`src/rtl/core/agaf_ram.sv`:
```
// ----------------------------------------------------------------------------
// agaf_ram: generic single-clock ram
// one write port, one read port with registered read data (old data on a
// same-address read and write)
// ----------------------------------------------------------------------------
module agaf_ram #(
	parameter int WIDTH = 8,
	parameter int DEPTH = 16
) (
	input  logic                     clk,
	input  logic                     we,
	input  logic [$clog2(DEPTH)-1:0] waddr,
	input  logic [WIDTH-1:0]         wdata,
	input  logic                     re,
	input  logic [$clog2(DEPTH)-1:0] raddr,
	output logic [WIDTH-1:0]         rdata
);

	logic [WIDTH-1:0] mem [DEPTH];

	// write and registered read
	always_ff @(posedge clk) begin
		if (we) begin
			mem[waddr] <= wdata;
		end
		if (re) begin
			rdata <= mem[raddr];
		end
	end

endmodule

```
`config.mk`:
```
export PLATFORM = sky130hd
export DESIGN_NAME = agaf_ram
export DESIGN_NICKNAME = d
export VERILOG_FILES = /design/src/rtl/core/agaf_ram.sv
export SDC_FILE = /design/constraint.sdc
export NUM_CORES = 1
export LEC_CHECK = 0
export ABC_AREA = 1
export BUFFER_PORTS_ARGS = -buffer_cell sky130_fd_sc_hd__buf_2
export CAP_MARGIN = 30
export CELL_PAD_IN_SITES_DETAIL_PLACEMENT = 1
export CELL_PAD_IN_SITES_GLOBAL_PLACEMENT = 2
export CORE_MARGIN = 4
export CORE_UTILIZATION = 41
export DETAILED_ROUTE_END_ITERATION = 7
export GPL_TIMING_DRIVEN = 0
export HOLD_SLACK_MARGIN = 0.06
export PLACE_DENSITY = 0.9
export RECOVER_POWER = 25
export SYNTH_ARGS = -nofsm -noshare
export SYNTH_HDL_FRONTEND = slang
export SYNTH_SLANG_ARGS = --single-unit
```
`constraint.sdc`:
```
create_clock -name clk -period 1.25 [get_ports clk]
set_input_delay 0.0625 -clock clk [delete_from_list [all_inputs] [get_ports clk]]
set_output_delay 0.0625 -clock clk [all_outputs]
set_load 0.05 [all_outputs]
```
Word level (Yosys, flattened, before mapping)
Memory sizes are Yosys's and may differ from the RTL's. A register that Yosys moved wholly into a read port is not among the register bits.
Cells that the tools add are included.
Word-level totals
  register bits: 0
  output and inout port bits: 8
  input port bits: 19
  bits in writable memories: 128
  memories kept: 1
  word-level logic and storage cells: 3
Memory list
  mem: words 16, bits a word 8, rd ports 1, clocked after Yosys merged registers in 1, wr ports 1, line 19  | logic [WIDTH-1:0] mem [DEPTH];
Cells by class
  muxes and demuxes: 2
Operators by type and width (number)
  $mux 1: 2

Depth between registers and ports, before layout
  depth after elaboration: 2
  depth in mapped cells: 8
  mapped depth without buffers: 7

Worst setup path after synthesis
No wires, ideal clock.
  kind: in2reg
  start point: input waddr[2]
  end point: memory mem[10][0] (enable)
  stages on the path: 2
  setup time: 0.370 ns
  path buffers: 0
  slack: 0.237 ns
  arrival time: 0.643 ns
  required time: 0.880 ns
  cell sequence: nand3b_1 nor2_1
RTL lines
  from (decl): line 12  | input logic [$clog2(DEPTH)-1:0] waddr,
  to (decl): line 19
No word-level cell before the write port.

==> results.md <==
* Met3 Resource Use GR at 4.10%
* Worst slew margin at 32.3%
* Post-CTS setup buffer count at 0
* Period Utilization, post-route at 96.6%
* Largest net degree at the start of global routing at 17
* Synth cell types at 11
* Detailed-route vias per instance at 5.12
* Peak supply drop at 0.940 mV
* #FFs+latches synth at 136
* Unrepaired setup endpoints after global routing: false
* Actual slew at the worst max-slew pin at 1.01 ns
* Ant. Diodes at 0
* Hold buffers post-CTS at 2
* Main area contributors after synthesis: edfxtp_1, nand2_1, nand3_1
* Vias in the first global route at 4253
* Max Cap Viol at 0
* TritonCTS buffer count at 17
* CP Capture Type: flip-flop
* WL/cell at 20.2 um
* Core Area at 0.0139 mm^2
* Nets at 614
* # rows at 43
* Post-synth top area share at 69.8%
* Post-Route Utilization at 48.8%
* Via count at 4032
* P_leak at 2.90 nW
* Initial antenna violation count at 0
* Grt ovf at 0
* Global-route usage over all layers at 20.7%
* Pwr per Cell Area at 1620 mW/mm^2
* Final WS setup at 0.0431 ns
* Initial DRC Count at 306
* Total wire length at 15900 um
* Root buf cell: clkbuf_16
* Post-route ant nets at 0
* Die area at 0.0162 mm^2
* Final HPWL DP at 10500 um
* Input/output buffers at 23
* Die width at 127 um
* Critical path required time at 1.41 ns
* Routability cong. at 0.843
* Post-CTS Resized at 0
* CTS tree: done
* Worst min path class: input pin to flip-flop
* Proportion of layout cells with a drive suffix above 1 at 11.0%
* Outcome: completed
* Fmax at 829 MHz
* CTS max path bufs at 2
* Yosys warns at 0
* Met1 Usage GRT at 27.2%
* CTS Sinks at 136
* Final Hold Viols at 0
* Cell taking the most area after synthesis: edfxtp_1
* Sequential fraction of the synthesis area at 69.8%
* Post-Syn Instances at 551
* Commonest non-fill, non-tap cell in the layout: nand2_1
* # IOs at 27
* Met2 Use GR at 33.7%
* Drt first pass iters at 5
* Worst-skew pair later-pin latency at 0.42 ns
* DRC viols at 0
* Clk_skew at 0.00720 ns
* Fin. max-slew vios at 0
* Most Used Layer, Global Route: met2
* Crit Path Class: flip-flop to flip-flop
* Count of final setup violators at 0
* Post-Syn Area at 0.00585 mm^2
* First-pass GRT wire length at 24300 um
* Setup WS pre-CTS at -0.411 ns
* Final worst path period need at 1.21 ns
* Crit-path max FO at 1
* CTS HTree Levels at 4
* Startpoint class of the critical path: flip-flop
* Area added between synthesis and finish at 16.2%
* Commonest non-fill, non-tap cells in the layout: nand2_1, edfxtp_1, inv_1
* Initial Util at 42.0%
* Crit path DAT at 1.37 ns
* Die outline height at 127 um
* Syn Nets at 570
* Design Power at 11.0 mW
* Clock-pin transition on the worst setup and hold timing paths at 0.06 ns
* Syn Area/Cell at 10.6 um^2
* Fill count at 1533
-- critical path, cell delays in order (launching register included) --
cell and delay (ns):
edfxtp_1 0.38, inv_1 0.08, nand2_1 0.05, nand3_1 0.12, nand3_1 0.10, nand3_1 0.13, nand2_1 0.09
-- path summary, 6_finish.rpt --
check	start	to	slack [ns]	cells after the start
worst max register to register	mem[14][0]	rdata[0]	0.04	6
worst max-delay path	mem[14][0]	rdata[0]	0.04	6
worst min-delay path	wdata[3]	mem[15][3]	0.11	1
worst min register to register	mem[12][5]	rdata[5]	0.77	6
-- sequential cells by signal, indices dropped and copies added (netlist names) --
register,cells
rdata,8
mem,128
-- layout make-up --
type	count	area, um^2	area share [%]
Inverter	102	383	5.64
Clock buffer	21	440	6.48
Multi-Input combinational cell	289	1210	17.9
Tap cell	180	225	3.31
Timing Repair Buffer	25	128	1.88
Clock inverter	11	154	2.27
Sequential cell	136	4080	60.1
Buffer	24	166	2.45
-- report_power, final --
| part | total (mW) | internal (mW) | switching, mW |
|---|---|---|---|
| clock network | 5.08 | 3.30 | 1.78 |
| registers | 5.17 | 5.14 | 0.0253 |
| logic | 0.758 | 0.193 | 0.565 |
| total | 11.0 | 8.64 | 2.37 |
-- cells in the mapped netlist --
library cell    n
buf_1           1
buf_2          13
buf_4           4
buf_6           6
edfxtp_1      136
inv_1         100
inv_2           2
nand2_1       173
nand3_1        97
nand3b_1        2
nor2_1         17
-- logic make-up after synthesis --
group / share of synthesized area [%]
simple gates: 20.8
flops: 69.8
buf+inv: 9.39
-- layer usage --
metal	share of wire, %	up-vias
met5	0	-
met4	2.3	0
met3	5.5	29
met2	48	139
met1	44	1994
li1	-	1870
-- stage by stage --
step,instance area [um^2],instances,setup TNS (ns),hold slack (ns)
finish,6790,788,0,0.108
global route,6790,788,0,0.105
CTS,6800,788,0,0.0681
global placement,6190,754,-23.33,0.389
detailed placement,6190,754,-30.83,0.414
floorplan,5850,551,0,0.161
Note: power is estimated with default switching activity, not from simulation.
