===== src/rtl/core/agaf_pkg.sv =====
// ----------------------------------------------------------------------------
// agaf_pkg: shared types and constants for the affine gap alignment fill
// field widths, register indexes, reset values and the cell control struct
// ----------------------------------------------------------------------------
package agaf_pkg;

	// field and port widths
	localparam int LEN_W       = 11;
	localparam int PEN_W       = 16;
	localparam int SUB_W       = 8;
	localparam int CFG_W       = 16;
	localparam int CFG_IDX_W   = 3;
	localparam int OUT_SCORE_W = 32;
	localparam int TRACE_W     = 3;
	localparam int IN_DATA_W   = 8;
	localparam int OUT_DATA_W  = 144;

	// default parameter values
	localparam int DEF_MAX_LEN = 1024;
	localparam int DEF_SCORE_W = 32;

	// minus infinity and the width it needs as a signed value
	localparam int NEG_INF   = -1000000;
	localparam int NEG_INF_W = 21;

	// border cost: extend penalty times (run length - 1), plus open penalty
	localparam int PROD_W     = PEN_W + LEN_W;
	localparam int PROD_SUM_W = PROD_W + 1;

	// saturation level of the gap run lengths
	localparam logic [LEN_W-1:0] LEN_SAT = '1;

	// register indexes
	localparam logic [CFG_IDX_W-1:0] REG_GAP_OPEN        = 3'd0;
	localparam logic [CFG_IDX_W-1:0] REG_GAP_EXTEND      = 3'd1;
	localparam logic [CFG_IDX_W-1:0] REG_LOCAL_MODE      = 3'd2;
	localparam logic [CFG_IDX_W-1:0] REG_CHARGE_OVERHANG = 3'd3;
	localparam logic [CFG_IDX_W-1:0] REG_COLS_IN_USE     = 3'd4;
	localparam logic [CFG_IDX_W-1:0] REG_ROWS_IN_USE     = 3'd5;

	// register reset values
	localparam logic [PEN_W-1:0] RST_GAP_OPEN   = 16'd10;
	localparam logic [PEN_W-1:0] RST_GAP_EXTEND = 16'd1;
	localparam logic [LEN_W-1:0] RST_SIZE       = 11'd1024;

	// per-cell control handed to the cell datapath
	typedef struct packed {
		logic local_mode;
		logic first_col;
		logic first_row;
	} cell_ctrl_t;

endpackage


===== src/rtl/core/agaf_cell.sv =====
// ----------------------------------------------------------------------------
// agaf_cell: one gotoh cell
// border selection, gap and match recurrences with saturation, local clamp,
// gap run lengths and traceback bits
// ----------------------------------------------------------------------------
module agaf_cell #(
	parameter int SCORE_WIDTH = agaf_pkg::DEF_SCORE_W
) (
	input  agaf_pkg::cell_ctrl_t                   ctrl,
	input  logic signed [agaf_pkg::SUB_W-1:0]      sub_score,
	input  logic [agaf_pkg::PEN_W-1:0]             gap_open,
	input  logic [agaf_pkg::PEN_W-1:0]             gap_extend,
	input  logic signed [SCORE_WIDTH-1:0]          up_m,
	input  logic signed [SCORE_WIDTH-1:0]          up_ix,
	input  logic signed [SCORE_WIDTH-1:0]          up_iy,
	input  logic [agaf_pkg::LEN_W-1:0]             up_vgap,
	input  logic signed [SCORE_WIDTH-1:0]          diag_m,
	input  logic signed [SCORE_WIDTH-1:0]          diag_ix,
	input  logic signed [SCORE_WIDTH-1:0]          diag_iy,
	input  logic signed [SCORE_WIDTH-1:0]          left_m,
	input  logic signed [SCORE_WIDTH-1:0]          left_ix,
	input  logic [agaf_pkg::LEN_W-1:0]             left_hgap,
	input  logic signed [SCORE_WIDTH-1:0]          border_col,
	input  logic signed [SCORE_WIDTH-1:0]          border_row,
	input  logic signed [SCORE_WIDTH-1:0]          border_prev,
	output logic signed [SCORE_WIDTH-1:0]          sel_up_m,
	output logic signed [SCORE_WIDTH-1:0]          sel_up_ix,
	output logic signed [SCORE_WIDTH-1:0]          sel_up_iy,
	output logic signed [SCORE_WIDTH-1:0]          m_score,
	output logic signed [SCORE_WIDTH-1:0]          ix_score,
	output logic signed [SCORE_WIDTH-1:0]          iy_score,
	output logic signed [SCORE_WIDTH-1:0]          v_score,
	output logic [agaf_pkg::LEN_W-1:0]             hgap_len,
	output logic [agaf_pkg::LEN_W-1:0]             vgap_len,
	output logic [agaf_pkg::TRACE_W-1:0]           trace_bits
);

	import agaf_pkg::*;

	localparam int XW = SCORE_WIDTH + 2;
	localparam logic signed [XW-1:0] SAT_HI = {3'b000, {(SCORE_WIDTH-1){1'b1}}};
	localparam logic signed [XW-1:0] SAT_LO = {3'b111, {(SCORE_WIDTH-1){1'b0}}};
	localparam logic signed [SCORE_WIDTH-1:0] MINUS_INF =
		(SCORE_WIDTH >= NEG_INF_W) ? SCORE_WIDTH'(NEG_INF) : SAT_LO[SCORE_WIDTH-1:0];

	function automatic logic signed [SCORE_WIDTH-1:0] sat(input logic signed [XW-1:0] x);
		logic signed [SCORE_WIDTH-1:0] r;
		if (x > SAT_HI) begin
			r = SAT_HI[SCORE_WIDTH-1:0];
		end else if (x < SAT_LO) begin
			r = SAT_LO[SCORE_WIDTH-1:0];
		end else begin
			r = x[SCORE_WIDTH-1:0];
		end
		return r;
	endfunction

	function automatic logic signed [SCORE_WIDTH-1:0] max2(
		input logic signed [SCORE_WIDTH-1:0] a,
		input logic signed [SCORE_WIDTH-1:0] b
	);
		return (a > b) ? a : b;
	endfunction

	function automatic logic [LEN_W-1:0] len_inc(input logic [LEN_W-1:0] v);
		return (v == LEN_SAT) ? v : LEN_W'(v + LEN_W'(1));
	endfunction

	logic signed [SCORE_WIDTH-1:0] um, uix, uiy, dm, dix, diy, lm, lix;
	logic [LEN_W-1:0]              uvg, lhg;
	logic signed [XW-1:0]          go_x, ge_x;
	logic signed [SCORE_WIDTH-1:0] ixm, ixx, iym, iyy, ix_raw, iy_raw, dmax, m_raw;
	logic                          clamp;

	// neighbor selection, borders on row 0 and column 0
	always_comb begin
		if (ctrl.first_row) begin
			um  = border_col;
			uix = border_col;
			uiy = MINUS_INF;
			uvg = '0;
		end else begin
			um  = up_m;
			uix = up_ix;
			uiy = up_iy;
			uvg = up_vgap;
		end
		if (ctrl.first_col) begin
			if (ctrl.first_row) begin
				dm  = '0;
				dix = '0;
				diy = '0;
			end else begin
				dm  = border_prev;
				dix = MINUS_INF;
				diy = border_prev;
			end
			lm  = border_row;
			lix = MINUS_INF;
			lhg = '0;
		end else begin
			dm  = diag_m;
			dix = diag_ix;
			diy = diag_iy;
			lm  = left_m;
			lix = left_ix;
			lhg = left_hgap;
		end
	end

	assign sel_up_m  = um;
	assign sel_up_ix = uix;
	assign sel_up_iy = uiy;

	// gap open and extend candidates
	assign go_x   = XW'({1'b0, gap_open});
	assign ge_x   = XW'({1'b0, gap_extend});
	assign ixm    = sat(XW'(lm) - go_x);
	assign ixx    = sat(XW'(lix) - ge_x);
	assign iym    = sat(XW'(um) - go_x);
	assign iyy    = sat(XW'(uiy) - ge_x);
	assign ix_raw = max2(ixm, ixx);
	assign iy_raw = max2(iym, iyy);

	// match state from the best diagonal state
	assign dmax  = max2(dm, max2(dix, diy));
	assign m_raw = sat(XW'(dmax) + XW'(sub_score));

	// local clamp when no state is above zero
	assign clamp = ctrl.local_mode && (m_raw <= 0) && (ix_raw <= 0) && (iy_raw <= 0);

	assign m_score  = clamp ? '0 : m_raw;
	assign ix_score = clamp ? '0 : ix_raw;
	assign iy_score = clamp ? '0 : iy_raw;
	assign v_score  = max2(m_score, max2(ix_score, iy_score));

	// gap run lengths
	always_comb begin
		if (clamp) begin
			hgap_len = '0;
			vgap_len = '0;
		end else begin
			hgap_len = (ixm >= ixx) ? LEN_W'(1) : len_inc(lhg);
			vgap_len = (iym >= iyy) ? LEN_W'(1) : len_inc(uvg);
		end
	end

	// traceback: which states reach the cell value
	assign trace_bits = clamp ? '0 :
		{(iy_score == v_score), (ix_score == v_score), (m_score == v_score)};

endmodule


===== config.mk =====
export PLATFORM = sky130hd
export DESIGN_NAME = agaf_cell
export DESIGN_NICKNAME = d
export VERILOG_FILES = /design/src/rtl/core/agaf_pkg.sv /design/src/rtl/core/agaf_cell.sv
export SDC_FILE = /design/constraint.sdc
export NUM_CORES = 1
export LEC_CHECK = 0
export ABC_AREA = 1
export BUFFER_PORTS_ARGS = -buffer_cell sky130_fd_sc_hd__buf_2
export CAP_MARGIN = 20
export CORE_AREA = 10 10 251 253
export DETAILED_ROUTE_END_ITERATION = 6
export DIE_AREA = 0 0 261 263
export PLACE_DENSITY = 0.67
export SLEW_MARGIN = 20
export SYNTH_ARGS = -nofsm -noshare
export SYNTH_HDL_FRONTEND = slang
export SYNTH_SLANG_ARGS = --single-unit

===== constraint.sdc =====
create_clock -name vclk -period 16.98
set_input_delay 0.849 -clock vclk [all_inputs]
set_output_delay 0.849 -clock vclk [all_outputs]
set_load 0.005 [all_outputs]

======== Word level (Yosys, flattened, before mapping) ========
Index checks and enable logic that the tools add are counted.
word-level totals
  bits in registers ....................... 0
  bits in latches ......................... 0
  memory bits (writable) .................. 0
  memory bits (read-only) ................. 0
  input bits .............................. 417
  memories kept ........................... 0
cells by class
  add/sub/neg operators ................... 7
  multipliers ............................. 0
  divide/modulo/power cells ............... 0
  $lt $le $gt $ge ......................... 21
  equality and inequality tests ........... 5
  shifts and indexed selects .............. 0
  mux-type cells .......................... 38
  bitwise logic cells ..................... 0
  reductions and logical operators ........ 3
operators by type and width
  cell                                                          count
  2-to-1 mux 32 bit                                             29
  > comparator 32 bit                                           6
  > comparator 33 x 32 -> 1 bit, second input constant          5
  less-than comparator 33 x 32 -> 1 bit, second input constant  5
  subtractor 32 x 17 -> 33 bit                                  4
  equality test 32 bit                                          3
  <= comparator 32 x 1 -> 1 bit, second input constant          3
  2-to-1 mux 11 bit                                             8
  greater-or-equal comparator 32 bit                            2
  adder 32 x 8 -> 33 bit                                        1
  adder 11 x 1 -> 11 bit, second input constant                 2
  equality test 11 bit, second input constant                   2
  logical AND 1 bit                                             3
  2-to-1 mux 3 bit                                              1

======== Depth between registers and ports, before layout ========
Gate-level depths: netlist of the first run.
  word-level depth ........................ 21
  gate-level depth with buffers ........... 108
  mapped depth without buffers ............ 96

======== Least setup slack after synthesis of the first run ========
No wires, ideal clock.
  path type ............................... input -> output
  start ................................... input port ctrl[1] in the netlist's numbering
  end ..................................... output port trace_bits[0] in the netlist's numbering
  data arrival time ....................... 13.751 ns
  required time ........................... 16.131 ns
  path slack .............................. 2.380 ns
  stages .................................. 89
  path buffers ............................ 16
  cells stage by stage .................... inv_2 buf_2 buf_4 clkbuf_1 clkbuf_1 clkbuf_1 a21oi_1 ha_1 nand4_1 nor3_1 inv_1 nor4_1 a21oi_1 or2_2 nand3_1 clkbuf_1 o21ai_0 ha_1 [53 not listed] inv_1 ha_1 inv_1 nor4_1 inv_1 o41ai_1 o21ai_0 nand2_1 clkbuf_1 buf_1 clkbuf_1 nand3_1 nand2_1 nor2_1 nand2_1 nor2_1 nand3_1 nor2_1
on the way
  word-level cells in the longest chain between the ends .. 20
  elaborated cells between the ends (all ways) .. 40
  classes of those cells .................. add/sub (3); order compare (13); eq/ne (1); mux (20); reduce/logical (3)
RTL lines
  element                                RTL line          text
  start: declaration                     agaf_cell.sv:9    input agaf_pkg::cell_ctrl_t ctrl,
  2-to-1 mux 32 bit                      agaf_cell.sv:88   if (ctrl.first_col) begin
  > comparator 32 bit                    agaf_cell.sv:62   return (a > b) ? a : b;
  2-to-1 mux 32 bit                      agaf_cell.sv:62
  > comparator 32 bit                    agaf_cell.sv:62
  2-to-1 mux 32 bit                      agaf_cell.sv:62
  adder 32 x 8 -> 33 bit                 agaf_cell.sv:127  assign m_raw = sat(XW'(dmax) + XW'(sub_score));
  less-than comparator 33 x 32 -> 1 bit  agaf_cell.sv:50   end else if (x < SAT_LO) begin
  2-to-1 mux 32 bit                      agaf_cell.sv:50
  [5 not listed]                         n/a
  2-to-1 mux 32 bit *                    agaf_cell.sv:133  assign ix_score = clamp ? '0 : ix_raw;
  net ix_score[1]                        agaf_cell.sv:30   output logic signed [SCORE_WIDTH-1:0] ix_score,
  > comparator 32 bit                    agaf_cell.sv:62
  2-to-1 mux 32 bit *                    agaf_cell.sv:62
  > comparator 32 bit                    agaf_cell.sv:62
  2-to-1 mux 32 bit *                    agaf_cell.sv:62
  equality test 32 bit *                 agaf_cell.sv:150  {(iy_score == v_score), (ix_score == v_score), (m_score == v_score)};
  2-to-1 mux 3 bit *                     agaf_cell.sv:149  assign trace_bits = clamp ? '0 :
  end: declaration                       agaf_cell.sv:35   output logic [agaf_pkg::TRACE_W-1:0] trace_bits
The timed path passes the listed nets; every way through them passes the cells marked *.

======== Worst setup path after layout of the first run ========
  start ................................... input port ctrl[0] in the netlist's numbering
  end ..................................... output port trace_bits[1] in the netlist's numbering
on the way
  word-level cells in the longest chain between the ends .. 21
  elaborated cells between the ends (all ways) .. 42
  classes of those cells .................. add/sub (3); order compare (13); eq/ne (1); mux (22); reduce/logical (3)
RTL lines
  element                                RTL line                            text
  2-to-1 mux 32 bit                      agaf_cell.sv:89                     if (ctrl.first_row) begin
  2-to-1 mux 32 bit                      agaf_cell.sv:88
  > comparator 32 bit                    agaf_cell.sv:62
  2-to-1 mux 32 bit                      agaf_cell.sv:62
  > comparator 32 bit                    agaf_cell.sv:62
  2-to-1 mux 32 bit                      agaf_cell.sv:62
  adder 32 x 8 -> 33 bit                 agaf_cell.sv:127
  less-than comparator 33 x 32 -> 1 bit  agaf_cell.sv:50
  [3 not listed]                         n/a
  logical AND 1 bit (3 in series)        agaf_cell.sv:130                    assign clamp = ctrl.local_mode && (m_raw <= 0) && (ix_raw <= 0) && (iy_raw <= 0);
  2-to-1 mux 32 bit (on tied branches)   agaf_cell.sv:133, agaf_cell.sv:134
  > comparator 32 bit                    agaf_cell.sv:62
  2-to-1 mux 32 bit                      agaf_cell.sv:62
  > comparator 32 bit                    agaf_cell.sv:62
  2-to-1 mux 32 bit                      agaf_cell.sv:62
  equality test 32 bit                   agaf_cell.sv:150
  2-to-1 mux 3 bit *                     agaf_cell.sv:149
Mark *: on every way between the ends. The rest lies on a longest branch, timed or not.

==> results of run 1 <==
cell usage in the layout (no fill, tap or decap), drive strengths merged, types with 2 or more instances in the layout:
cell type and count:
a211oi 7, a21boi 5, a21o 7, a21oi 230, a31oi 4, and3 3, buf 707, clkbuf 5
clkinv 4, diode 2, fa 5, ha 290, inv 629, mux2i 3, nand2 1580, nand3 387
nand3b 11, nand4 57, nor2 430, nor3 49, nor4 14, o2111ai 3, o211ai 7, o21a 14
o21ai 242, o21bai 37, o221ai 9, or2 25, xnor2 34, xor2 102
final timing paths:
check  startpoint             to  slack (ps)  depth (start not counted)
min     up_ix[10]  sel_up_ix[10]        1960                          4
max       ctrl[0]  trace_bits[1]         940                         89
critical path, delay by kind of cell:
kind	cells	cell delay, ps
buf+inv	18	2830
compound gates	24	4360
simple gates	41	5260
fa+ha+maj	5	1630
xor+xnor	1	140
cell families after synthesis:
kind of cell             count (synthesis)  share of synthesized area [%]
XOR/XNOR                               136                           5.50
buffers and inverters                  770                           13.9
AO/OA/AOI/OAI                          573                           14.6
adder cells (fa/ha/maj)                295                           17.2
multiplexers                             3                          0.139
AND/OR/NAND/NOR                       2559                           48.6
layer usage:
| layer | wire length (um) | global-route usage [%] |
|---|---|---|
| met1 | 52800 | 43.5 |
| met2 | 55100 | 54.6 |
| met5 | 7 | 0 |
| met3 | 9910 | 4.05 |
| met4 | 3960 | 8.89 |
through the flow:
stage	area [um^2]	setup TNS [ps]	setup WS (ps)	utilization, %	hold slack [ps]
after detailed placement	25700	0	176	44.1	1960
final	26000	0	935	44.7	1960
after global routing	26000	-134	-56.1	44.7	1970
after global placement	25700	0	418	44.1	1950
after floorplan	21700	0	2380	-	1770
after CTS	25700	0	142	44.1	1960
repair_timing:
item | 4_1_cts | 5_1_grt
hold buffers | 0 | 0
gates resized for setup | 0 | 49
setup endpoints to repair | 0 | 35
setup buffers | 0 | 7
cell type report:
cell class | instances | area, um^2
fillers | 6799 | 32200
multi-input cells | 3566 | 18800
repair buffers | 712 | 3900
inverters | 633 | 2380
well taps | 773 | 967
diodes | 2 | 5.00
==> flow_summary.toml, run 1 <==
[synthesis]
ys_seq_area_share_pct = 0
synth.top_cells.by_area = "nand2_1 27%, ha_1 17%, inv_1 10%"
netlist_top_cells_count = "1569 x nand2_1, 599 x inv_1, 422 x nor2_1"
synth_area_um2 = 21700
yosys.area.top_type = "nand2_1"
synth_most_common_cell = "nand2_1"
synth_area_per_cell_um2 = 5.00
synthDistinctLibCells = 55
synth_top_cell_area_share_pct = 27.2
yosys_warnings = 0
synth_cells = 4336
synthesis.nets = 5048

[cells_and_area]
syn_to_final_growth_pct = 20.0
finalNonFillerCells = 5686
final_nets = 5625
seq_cell_count = 0
regArea_um2 = 0
drive_gt1_share_pct = 16.8
clockBufferCount = 0

[floorplanning]
die_y_um = 263
die-area_um2 = 68600
io_pins = 666
num_rows = 89
dieWidth_um = 261
initial_utilization_pct = 37.2
coreArea_um2 = 58200

[timing]
clock.fmax_ghz = 0.0623
tightestPinTransition_ps = 874
min_period_over_period_pct = 94.5
slew_violations = 0
max_slew_margin_pct = 41.7
finalSetupViolCount = 0
hold_viol = 0
period_needed_ps = 16040

[route]
drc = 0
antenna_left = 0
dr.pass1.iters = 6
wire_per_inst_um = 21.4
vias = 30600
via_per_inst = 5.39
drt_iter0_drc = 2960
routed_wl_um = 122000

[worst_setup_path]
crit_path_max_fanout = 50
slowest_stage = "ha_1"
slowest_delay_ps = 380
critPathKind = "in -> out"
critPathArrivalTime_ps = 15200
startpoint_type = "primary input"
worstPathRequired_ps = 16130
cp-end-kind = "output pin"
path_common_cell = "nand2_1"

[run]
cap_violations = 0

[placement]
io_buffer_count = 666
dp_hpwl_um = 107000
placedCellCount = 5673
gp_congestion = 1.05

[grt]
grt-ovfl-total = 0
grt_start_max_net_pins = 86
antenna_found_initial = 3
grt_pass1_wl_um = 175000
grt_usage_pct = 32.8
grt_pass1_vias = 28500

[outcome]
status = "finished clean"

[hold_path]
hold_path.class = "in -> out"
==> inputs of run 2 (changes only) <==
- ABC_AREA: 1 -> 0
- BUFFER_PORTS_ARGS: -buffer_cell sky130_fd_sc_hd__buf_2 -> -buffer_cell sky130_fd_sc_hd__buf_4
- CORE_AREA: 10 10 251 253 -> 10 10 253 255
- DIE_AREA: 0 0 261 263 -> 0 0 263 265
- PLACE_DENSITY: 0.67 -> 0.7
==> run 2 against run 1 <==
Effect of this change: synthesized area rose by 7.9%; clock-buffer cell count is the same; via count increased by 6.6%; critical path depth shrank 8; global-route usage up 2.3 points; wire length rose by 11%; design area rose by 28%; critical endpoint is now trace_bits[2].
==> flow_summary.toml, run 2 <==
[timing]
finalSetupViolCount = 0
rsz0062_at_grt = "yes"
tightestPinTransition_ps = 1170
slew_violations = 0
clock.fmax_ghz = 0.0592
max_slew_margin_pct = 21.7
setup_slack_ps = 102
period_needed_ps = 16880
min_period_over_period_pct = 99.4
hold_viol = 0

[grt]
grt_pass1_wl_um = 194000
grt-ovfl-total = 0
grt_usage_pct = 35.1
grt_start_max_net_pins = 73
antenna_found_initial = 13
grt_pass1_vias = 31200

[floorplanning]
initial_utilization_pct = 39.8
dieWidth_um = 263
io_pins = 666
die_y_um = 265
die-area_um2 = 69700
num_rows = 89
coreArea_um2 = 58800

[power_and_ir_drop]
pwr-share-clk_pct = 0
comb_power_share_pct = 100.0
switchingPower_w = 0.00366
power_density_nw_per_um2 = 199
vdd_drop_max_mv = 0.175
power.leakage_nw = 15.9
power_frac_seq_pct = 0
sw_frac_of_total_pct = 55.5
p_int_w = 0.00293
p_total_w = 0.00659

[cells_and_area]
syn_to_final_growth_pct = 41.9
seq_cell_count = 0
finalNonFillerCells = 5341
fillers = 5867
final_cell_mix = "1088 x buf_4, 322 x nand2_1, 306 x inv_1, 301 x nor2_1, 279 x ha_1"
clockBufferCount = 0
drive_gt1_share_pct = 32.0
final_nets = 5274
final_common_cell = "buf_4"
regArea_um2 = 0

[synthesis]
netlist_top_cells_count = "326 x nand2_1, 307 x nor2_1, 307 x o21ai_0"
synth-xor-area-share_pct = 7.01
synth.top_cells.by_area = "ha_1 16%, o21ai_0 6.6%, a21oi_1 5.8%"
synth_area_per_cell_um2 = 6.52
yosys_warnings = 0
synth.area.mux_share_pct = 8.17
synth_top_cell_area_share_pct = 15.5
synthDistinctLibCells = 122
yosys.area.top_type = "ha_1"
synth_top_family_by_area = "simple AND/OR/NAND/NOR gates"
synth_area_um2 = 23400
synth_simple_gate_area_share_pct = 30.4
synth-adder-area-share_pct = 15.9
synth_cells = 3586
synthesis.nets = 4298
synth_compound_area_share_pct = 30.1
synth_most_common_cell = "nand2_1"
ys_seq_area_share_pct = 0

[worst_setup_path]
worstPathRequired_ps = 16130
startpoint_type = "primary input"
crit_path_max_fanout = 18
cp-end-kind = "output pin"
slowest_delay_ps = 530
slowest_stage = "or4b_4"
critPathArrivalTime_ps = 16030
critPathKind = "in -> out"

[outcome]
status = "finished clean"

[hold_path]
hold_path.class = "in -> out"
min_from = "border_col[2]"
holdPathStages = 4
holdPathEnd = "sel_up_ix[2]"

[route]
vias = 32700
routed_wl_um = 135000
antenna_left = 0
dr.pass1.iters = 7
drc = 0
wire_per_inst_um = 25.3
drt_iter0_drc = 3468
via_per_inst = 6.12

[placement]
io_buffer_count = 666
placedCellCount = 5282
dp_hpwl_um = 113000
pre_cts_ws_ps = -337
gp_congestion = 1.07

[clock_tree]
cts-hold-fix-buffers = 0

[run]
cap_violations = 0
-- run 2: cell types whose count changed after synthesis, moves of 84 or more --
cell / previous run / this run
mux2i_1: 3 / 92
xnor2_1: 34 / 118
nor2_1: 422 / 307
o21ai_0: 214 / 307
inv_1: 599 / 306
nand2_1: 1569 / 326
nor2b_1: 0 / 95
nand2b_1: 0 / 87
nand3_1: 383 / 65
-- run 2: worst max path at each step --
stage	startpoint	endpoint	slack, ps	depth (start not counted)
2_1_floorplan	ctrl[1]	trace_bits[1]	3	86
3_3_place_gp	ctrl[1]	trace_bits[1]	-140	75
3_5_place_dp	ctrl[1]	trace_bits[1]	-340	76
4_1_cts	ctrl[1]	trace_bits[2]	2	77
5_1_grt	ctrl[1]	trace_bits[2]	-500	80
6_report	ctrl[1]	trace_bits[2]	100	81
-- run 2: layer usage --
layer  up-vias  share of wire [%]  GRT usage [%]
met4         8                4.5           12.5
met1     15300                 40           44.7
met2      1913                 45           57.2
li1      15100                  -              -
met3       409                 10           7.53
met5         -              0.039              0
-- run 2: cell type report --
cell class	instances	area, um^2	share of cell area (%)
Timing Repair Buffer	1125	8820	26.6
Inverter	313	1170	3.54
Multi-Input combinational cell	3122	22200	66.9
Antenna cell	8	20.0	0.0603
Tap cell	773	967	2.92
-- run 2: stage by stage --
stage | utilization, % | setup TNS, ps | hold slack [ps] | instance area, um^2
6_report | 56.4 | 0 | 1990 | 33200
5_1_grt | 56.4 | -1210 | 2000 | 33200
4_1_cts | 54.4 | 0 | 1990 | 32000
3_5_place_dp | 54.2 | -649 | 1990 | 31800
3_3_place_gp | 54.1 | -274 | 1990 | 31800
2_1_floorplan | - | 0 | 1790 | 23500
-- run 2: power groups by stage --
| stage | clock [W] | sequential (W) | combinational (W) |
|---|---|---|---|
| 6_report | 0.0000000000385 | 0 | 0.00659 |
| 5_1_grt | 0.0000000000316 | 0 | 0.00694 |
| 4_1_cts | 0 | 0 | 0.00599 |
| 3_5_place_dp | 0 | 0 | 0.00589 |
| 3_3_place_gp | 0 | 0 | 0.00593 |
| 2_1_floorplan | 0 | 0 | 0.00295 |
-- run 2: cell families (layout without fill, tap and decap cells) --
family / after synthesis / after routing
and+or+nand+nor: 1371 / 1372
AOI/OAI and AO/OA: 1091 / 1091
buffers and inverters: 466 / 1438
adders and majority gates: 295 / 295
xor gates and xnor gates: 187 / 187
muxes: 176 / 177
other: 0 / 8
-- run 2: what timing repair did --
action,in CTS,in global routing
gates cloned,2,11
resized for setup,11,181
pin swaps,1,78
endpoints found under the setup margin,3,34
setup buffers,5,33
-- run 2: critical path: cells and delay by family --
family,cells,cell delay [ps]
AO/OA/AOI/OAI,32,5260
AND/OR/NAND/NOR,24,4890
buffers and inverters,15,2150
multiplexers,4,1460
adder cells (fa/ha/maj),5,1190
XOR/XNOR,1,190
No activity file was read; power rests on OpenSTA's default activity.
